--- src/rtl/pitt_pkg.sv ---
// ----------------------------------------------------------------------------
// pitt_pkg
// shared types, operation codes and defaults for the periodic interval timer
// table
// ----------------------------------------------------------------------------
package pitt_pkg;

    localparam int CHANNELS_DEF = 8;

    localparam logic [1:0] OP_TICK    = 2'd0;
    localparam logic [1:0] OP_CREATE  = 2'd1;
    localparam logic [1:0] OP_SERVICE = 2'd2;

    localparam logic ST_OK   = 1'b0;
    localparam logic ST_FULL = 1'b1;

    typedef struct packed {
        logic [1:0]  op;
        logic [31:0] period_ms;
        logic [31:0] start_offset;
    } req_item_t;

    typedef struct packed {
        logic       status;
        logic [2:0] new_channel;
        logic [7:0] fired_mask;
        logic [7:0] pending_mask;
        logic [3:0] channels_in_use;
    } rsp_item_t;

    typedef struct packed {
        logic load;
        logic scan;
        logic finish;
    } pitt_ctl_t;

    typedef struct packed {
        logic req_tick;
        logic no_channels;
        logic scan_last;
        logic rsp_free;
    } pitt_sts_t;

endpackage

--- src/rtl/pitt_ctrl.sv ---
// ----------------------------------------------------------------------------
// pitt_ctrl
// sequencer: accepts a transaction, steps the channel scan for ticks and
// hands the result to the output register
// ----------------------------------------------------------------------------
module pitt_ctrl
    import pitt_pkg::*;
(
    input  logic      clk,
    input  logic      rst_n,
    input  logic      req_valid,
    output logic      req_stall,
    input  pitt_sts_t sts,
    output pitt_ctl_t ctl
);

    localparam logic [1:0] S_IDLE   = 2'd0;
    localparam logic [1:0] S_SCAN   = 2'd1;
    localparam logic [1:0] S_FINISH = 2'd2;

    logic [1:0] state_reg;
    logic [1:0] state_next;

    assign req_stall = (state_reg != S_IDLE);

    always_comb
    begin
        state_next = state_reg;
        ctl        = '0;
        unique case (state_reg)
            S_IDLE:
            begin
                if (req_valid)
                begin
                    ctl.load = 1'b1;
                    if (sts.req_tick && !sts.no_channels)
                        state_next = S_SCAN;
                    else
                        state_next = S_FINISH;
                end
            end
            S_SCAN:
            begin
                ctl.scan = 1'b1;
                if (sts.scan_last)
                    state_next = S_FINISH;
            end
            S_FINISH:
            begin
                if (sts.rsp_free)
                begin
                    ctl.finish = 1'b1;
                    state_next = S_IDLE;
                end
            end
            default:
            begin
                state_next = S_IDLE;
            end
        endcase
    end

    always_ff @(posedge clk or negedge rst_n)
    begin
        if (!rst_n)
            state_reg <= S_IDLE;
        else
            state_reg <= state_next;
    end

endmodule

--- src/rtl/pitt_dp.sv ---
// ----------------------------------------------------------------------------
// pitt_dp
// datapath: time counter, channel table, pending flags, shared expiry
// comparator and output register
// ----------------------------------------------------------------------------
module pitt_dp
    import pitt_pkg::*;
#(
    parameter int CHANNELS = CHANNELS_DEF
)
(
    input  logic      clk,
    input  logic      rst_n,
    input  req_item_t req,
    input  pitt_ctl_t ctl,
    output pitt_sts_t sts,
    input  logic      rsp_stall,
    output logic      rsp_valid,
    output rsp_item_t rsp
);

    localparam int IW = (CHANNELS > 1) ? $clog2(CHANNELS) : 1;
    localparam int UW = $clog2(CHANNELS + 1);
    localparam int SW = IW + 1;
    localparam logic [UW-1:0] USED_FULL = UW'(CHANNELS);

    logic [31:0]         now_reg;
    logic [UW-1:0]       used_reg;
    logic [CHANNELS-1:0] pending_reg;
    logic [CHANNELS-1:0] fired_reg;
    logic [IW-1:0]       idx_reg;
    req_item_t           item_reg;
    logic [31:0]         start_mem [CHANNELS];
    logic [31:0]         period_mem [CHANNELS];
    logic                rsp_valid_reg;
    rsp_item_t           rsp_reg;

    logic [31:0]         elapsed;
    logic                expired;
    logic                can_create;
    logic [IW-1:0]       slot;
    logic [31:0]         new_start;
    logic [UW-1:0]       used_next;
    logic [CHANNELS-1:0] pending_next;
    logic [CHANNELS-1:0] pend_out;
    logic                status_c;
    logic [2:0]          newch_c;
    logic [CHANNELS+7:0] fired_pad;
    logic [CHANNELS+7:0] pend_pad;
    logic [UW+3:0]       used_pad;
    logic [IW+2:0]       slot_pad;

    assign elapsed = now_reg - start_mem[idx_reg];
    assign expired = !elapsed[31] && (elapsed >= period_mem[idx_reg]);

    assign sts.req_tick    = (req.op == OP_TICK);
    assign sts.no_channels = (used_reg == '0);
    assign sts.scan_last   = ((SW'(idx_reg) + SW'(1)) == SW'(used_reg));
    assign sts.rsp_free    = !rsp_valid_reg || !rsp_stall;

    assign can_create = (used_reg < USED_FULL);
    assign slot       = used_reg[IW-1:0];
    assign new_start  = (used_reg != '0) ? (now_reg + item_reg.start_offset) : now_reg;

    always_comb
    begin
        used_next    = used_reg;
        pending_next = pending_reg;
        pend_out     = pending_reg;
        status_c     = ST_OK;
        newch_c      = '0;
        slot_pad     = {3'b0, slot};
        case (item_reg.op)
            OP_TICK:
            begin
                pending_next = pending_reg | fired_reg;
                pend_out     = pending_reg | fired_reg;
            end
            OP_CREATE:
            begin
                if (can_create)
                begin
                    used_next          = used_reg + UW'(1);
                    pending_next[slot] = 1'b0;
                    pend_out           = pending_next;
                    newch_c            = slot_pad[2:0];
                end
                else
                begin
                    status_c = ST_FULL;
                end
            end
            OP_SERVICE:
            begin
                pending_next = '0;
            end
            default:
            begin
            end
        endcase
    end

    assign fired_pad = {8'b0, (item_reg.op == OP_TICK) ? fired_reg : {CHANNELS{1'b0}}};
    assign pend_pad  = {8'b0, pend_out};
    assign used_pad  = {4'b0, used_next};

    always_ff @(posedge clk or negedge rst_n)
    begin
        if (!rst_n)
        begin
            now_reg       <= '0;
            used_reg      <= '0;
            pending_reg   <= '0;
            rsp_valid_reg <= 1'b0;
        end
        else
        begin
            if (ctl.load && (req.op == OP_TICK))
                now_reg <= now_reg + 32'd1;
            if (ctl.finish)
            begin
                used_reg      <= used_next;
                pending_reg   <= pending_next;
                rsp_valid_reg <= 1'b1;
            end
            else if (!rsp_stall)
            begin
                rsp_valid_reg <= 1'b0;
            end
        end
    end

    always_ff @(posedge clk)
    begin
        if (ctl.load)
        begin
            item_reg  <= req;
            idx_reg   <= '0;
            fired_reg <= '0;
        end
        if (ctl.scan)
        begin
            if (expired)
            begin
                fired_reg[idx_reg] <= 1'b1;
                start_mem[idx_reg] <= now_reg;
            end
            idx_reg <= idx_reg + IW'(1);
        end
        if (ctl.finish)
        begin
            if ((item_reg.op == OP_CREATE) && can_create)
            begin
                start_mem[slot]  <= new_start;
                period_mem[slot] <= item_reg.period_ms;
            end
            rsp_reg.status          <= status_c;
            rsp_reg.new_channel     <= newch_c;
            rsp_reg.fired_mask      <= fired_pad[7:0];
            rsp_reg.pending_mask    <= pend_pad[7:0];
            rsp_reg.channels_in_use <= used_pad[3:0];
        end
    end

    assign rsp_valid = rsp_valid_reg;
    assign rsp       = rsp_reg;

endmodule

--- src/rtl/periodic_interval_timer_table_top.sv ---
// a tick is loaded, scans each channel in use in turn, then finishes into the
// output register; other operations and ticks on an empty table skip the scan
// requests are stalled until the current one finishes, which waits for a free
// output register; the single expiry comparator visits one channel per cycle
// reset clears time, channel count, pending flags and the output valid
// ----------------------------------------------------------------------------
// periodic_interval_timer_table_top
// table of periodic channels advanced by a tick, with create and service
// operations and a registered result
// ----------------------------------------------------------------------------
module periodic_interval_timer_table_top
    import pitt_pkg::*;
#(
    parameter int CHANNELS = CHANNELS_DEF
)
(
    input  logic      clk,
    input  logic      rst_n,
    input  logic      req_valid,
    output logic      req_stall,
    input  req_item_t req,
    output logic      rsp_valid,
    input  logic      rsp_stall,
    output rsp_item_t rsp
);

    pitt_ctl_t ctl;
    pitt_sts_t sts;

    pitt_ctrl u_ctrl (
        .clk       (clk),
        .rst_n     (rst_n),
        .req_valid (req_valid),
        .req_stall (req_stall),
        .sts       (sts),
        .ctl       (ctl)
    );

    pitt_dp #(
        .CHANNELS (CHANNELS)
    ) u_dp (
        .clk       (clk),
        .rst_n     (rst_n),
        .req       (req),
        .ctl       (ctl),
        .sts       (sts),
        .rsp_stall (rsp_stall),
        .rsp_valid (rsp_valid),
        .rsp       (rsp)
    );

endmodule

--- config.mk ---
export PLATFORM = sky130hd
export DESIGN_NAME = periodic_interval_timer_table_top
export DESIGN_NICKNAME = d
export VERILOG_FILES = /design/src/rtl/pitt_pkg.sv /design/src/rtl/pitt_ctrl.sv /design/src/rtl/pitt_dp.sv /design/src/rtl/periodic_interval_timer_table_top.sv
export SDC_FILE = /design/constraint.sdc
export NUM_CORES = 1
export LEC_CHECK = 0
export BUFFER_PORTS_ARGS = -buffer_cell sky130_fd_sc_hd__buf_2
export CAP_MARGIN = 5
export CORE_MARGIN = 4
export CORE_UTILIZATION = 50
export DETAILED_ROUTE_END_ITERATION = 12
export MAX_ROUTING_LAYER = met4
export PLACE_DENSITY = 0.69
export SLEW_MARGIN = 20
export SYNTH_ARGS = -nofsm -noshare
export SYNTH_HDL_FRONTEND = slang
export SYNTH_SLANG_ARGS = --single-unit
--- constraint.sdc ---
create_clock -name clk -period 8.18 [get_ports clk]
set_input_delay 0.818 -clock clk [delete_from_list [all_inputs] [get_ports clk]]
set_output_delay 0.818 -clock clk [all_outputs]
set_load 0.02 [all_outputs]
==> results.toml <==
[floorplan]
rows = 88
core_um2 = 57700
die-height_um = 250
initial_core_util_pct = 50.5
ios = 96
die_w_um = 250
die_area_um2 = 62300

[layout]
final_nets = 2089
drive_above_1_share_pct = 20.7
syn_to_final_growth_pct = 13.9
final_cell_mix = "edfxtp_1, mux4_2, nand2_1"
final_util_pct = 57.6
layout_commonest_cell = "edfxtp_1"
fillers = 4443

[power]
power.density_nw_per_um2 = 314
combPwrFrac_pct = 27.4
p_seq_share_pct = 40.7
p_sw_share_pct = 30.9
peakVddDrop_v = 0.000157
power_frac_clock_pct = 31.9
p_int_w = 0.00721
leakagePower_nw = 11.9
p_sw_w = 0.00322
p_total_w = 0.0104

[route]
dr.first_iter.drc_count = 1168
via_per_inst = 5.87
firstDrtPassIters = 5
wl_per_cell_um = 23.3
routed_wirelength_um = 63800
vias = 16100
drc_errors = 0
drtAntennaViolNets = 0

[setup_path]
start_kind = "flop"
critPathKind = "reg -> reg"
crit_fanout = 47
crit_cells = 20
cp_common_cell = "a21oi_1"
cp_cell_sequence = "buf_12, mux4_2, mux2i_1, ha_1, a21o_1, a21oi_1, o311ai_1, a311o_1, a311oi_1, o211ai_1, a21oi_1, xnor2_1, ha_1, nand4_1, a211oi_1, a21oi_1, nor3_4, nand2_2, o32ai_4, buf_4"
worstPathRequired_ns = 8.43
cp_slowest_cell = "dfxtp_4"
regToRegSetupSlack_ns = 1.28
path_buf_inv = 2
max_stage_delay_ns = 0.75
cp_top_family = "compound AO/OA/AOI/OAI gates"
reg2reg_depth = 20
critPathArrivalTime_ns = 7.15
critPathCaptureType = "flop"

[timing]
fin_crit_sh_pct = 84.4
period_needed_ns = 6.90
tns_ns = 0
slew_headroom_pct = 33.5
worst_slew_pin_slew_ns = 0.987
rsz0062_at_grt = "no"
setup_viol = 0
finalHoldViolCount = 0
fmax_ghz = 0.145
fin_skew_ns = 0.0283
finalMaxSlewViolations = 0

[logic_synthesis]
yosysSeqAreaShare_pct = 67.1
synthArstFlopShare_pct = 7.09
yosysTopAreaCell = "edfxtp_1"
synth.avg_cell_area_um2 = 16.4
synth_edf_count = 605
synthFlopType = "edfxtp_1"
syn_area_um2 = 29200
ys_warn_count = 0
synth_fp_nets = 1947
synthCells = 1773
ys_ff_latch = 663
synth_area_leaders = "edfxtp_1, mux4_2, ha_1"
synth_top_area_share_pct = 62.3
yosysUniqueCellTypes = 81

[clock_network]
post-cts-setup-buffer-count = 0
clkTransAtPathRegs_ns = 0.06
cts_resized = 0
clock_latency_ns = 0.64
cts.sink_count = 663
cts_tree = "built"
cts_made_buffers = 73
cts_buffer_depth = 3
postCtsHoldBufs = 0
cts_max_level = 3
cts_root_buf = "clkbuf_16"

[placement]
gp_congestion = 0.877
io_buffers = 95
dp_hpwl_um = 40000

[status]
outcome = "finished, final reports clean"

[grt]
grt_use_total_pct = 21.2
first_global_vias = 16400
grt_max_degree = 94
grt_pass1_wl_um = 98600
antenna_found_initial = 0
overflow = 0

[hold_path]
hp-class = "in -> async"

[flow_run]
drv_cap = 0
synthesized netlist by cell type, drive strengths merged, types with 10 or more instances:
cell    count
nand3      29
nor2b      10
mux2i      63
ha        102
and2       15
nand4      14
inv        31
o211ai     12
nor3       18
xnor2      54
a31oi      10
nand2     111
clkbuf     37
dfrtp      47
o21ai      85
a21oi      89
buf        17
a21o       41
nor2       61
dfxtp      11
mux4      128
xor2       35
edfxtp    605
and3       17
nand2b     20
layer usage:
metal	GRT usage [%]	wire length (µm)	vias up
met4	5.21	1030	0
met2	35.3	32400	432
met3	3.40	3150	75
met5	-	0	-
met1	27.8	27200	8252
li1	-	-	7335
stage by stage:
step | worst slack (ns) | cells | area (µm²) | hold WS [ns]
after floorplan | 0.213 | 1773 | 29200 | 0.431
after global placement | 1.45 | 2605 | 30800 | 0.467
after detailed placement | 1.29 | 2605 | 30800 | 0.469
after CTS | 1.24 | 2741 | 33200 | 0.313
after global routing | 0.759 | 2741 | 33200 | 0.346
final | 1.28 | 2742 | 33200 | 0.318
worst register-to-register path: stages (launching register included):
cell      delay (ns)
dfxtp_4         0.75
buf_12          0.43
mux4_2          0.61
mux2i_1         0.17
ha_1            0.31
a21o_1          0.19
a21oi_1         0.15
o311ai_1        0.18
a311o_1         0.47
a311oi_1        0.57
o211ai_1        0.19
a21oi_1         0.21
xnor2_1         0.10
ha_1            0.29
nand4_1         0.11
a211oi_1        0.22
a21oi_1         0.14
nor3_4          0.37
nand2_2         0.24
o32ai_4         0.25
buf_4           0.56
path summary, 6_finish.rpt:
| kind | to | start |
|---|---|---|
| min | u_ctrl.state_reg[1] | rst_n |
| max | u_dp.start_mem[0][11] | flop |
| max in group asynchronous | u_dp.now_reg[3] | rst_n |
| min in group clk | u_dp.item_reg[46] | req[46] |
| max reg2reg | u_dp.start_mem[0][11] | flop |
| min reg2reg | u_dp.fired_reg[5] | u_dp.fired_reg[5] |
cells by family (layout without fill, tap and decap cells):
group | after synthesis | count (layout) | share of synthesized area [%]
AO/OA/AOI/OAI | 306 | 306 | 6.64
XOR/XNOR | 89 | 89 | 2.67
adder cells (fa/ha/maj) | 104 | 104 | 4.51
buffers and inverters | 85 | 288 | 1.17
flip-flops | 663 | 663 | 67.1
multiplexers | 193 | 193 | 12.1
other | 0 | 1 | 0
AND/OR/NAND/NOR | 333 | 333 | 5.80
power by group through the flow:
stage                     logic, W  registers (W)  clock network (W)
after floorplan            0.00212        0.00421                  0
after global placement     0.00280        0.00431                  0
after detailed placement   0.00286        0.00432                  0
after CTS                  0.00289        0.00425            0.00339
after global routing       0.00316        0.00428            0.00354
final                      0.00286        0.00424            0.00333
final cells by class:
class,count,area [µm²],share of cell area [%]
Sequential cell,663,19600,58.9
Multi-Input combinational cell,1025,9390,28.3
Clock buffer,93,1950,5.88
Tap cell,765,957,2.88
Timing Repair Buffer,121,721,2.17
Clock inverter,43,509,1.53
Inverter,31,118,0.354
Antenna cell,1,2.50,0.00753
No activity file was read; power rests on OpenSTA's default activity.
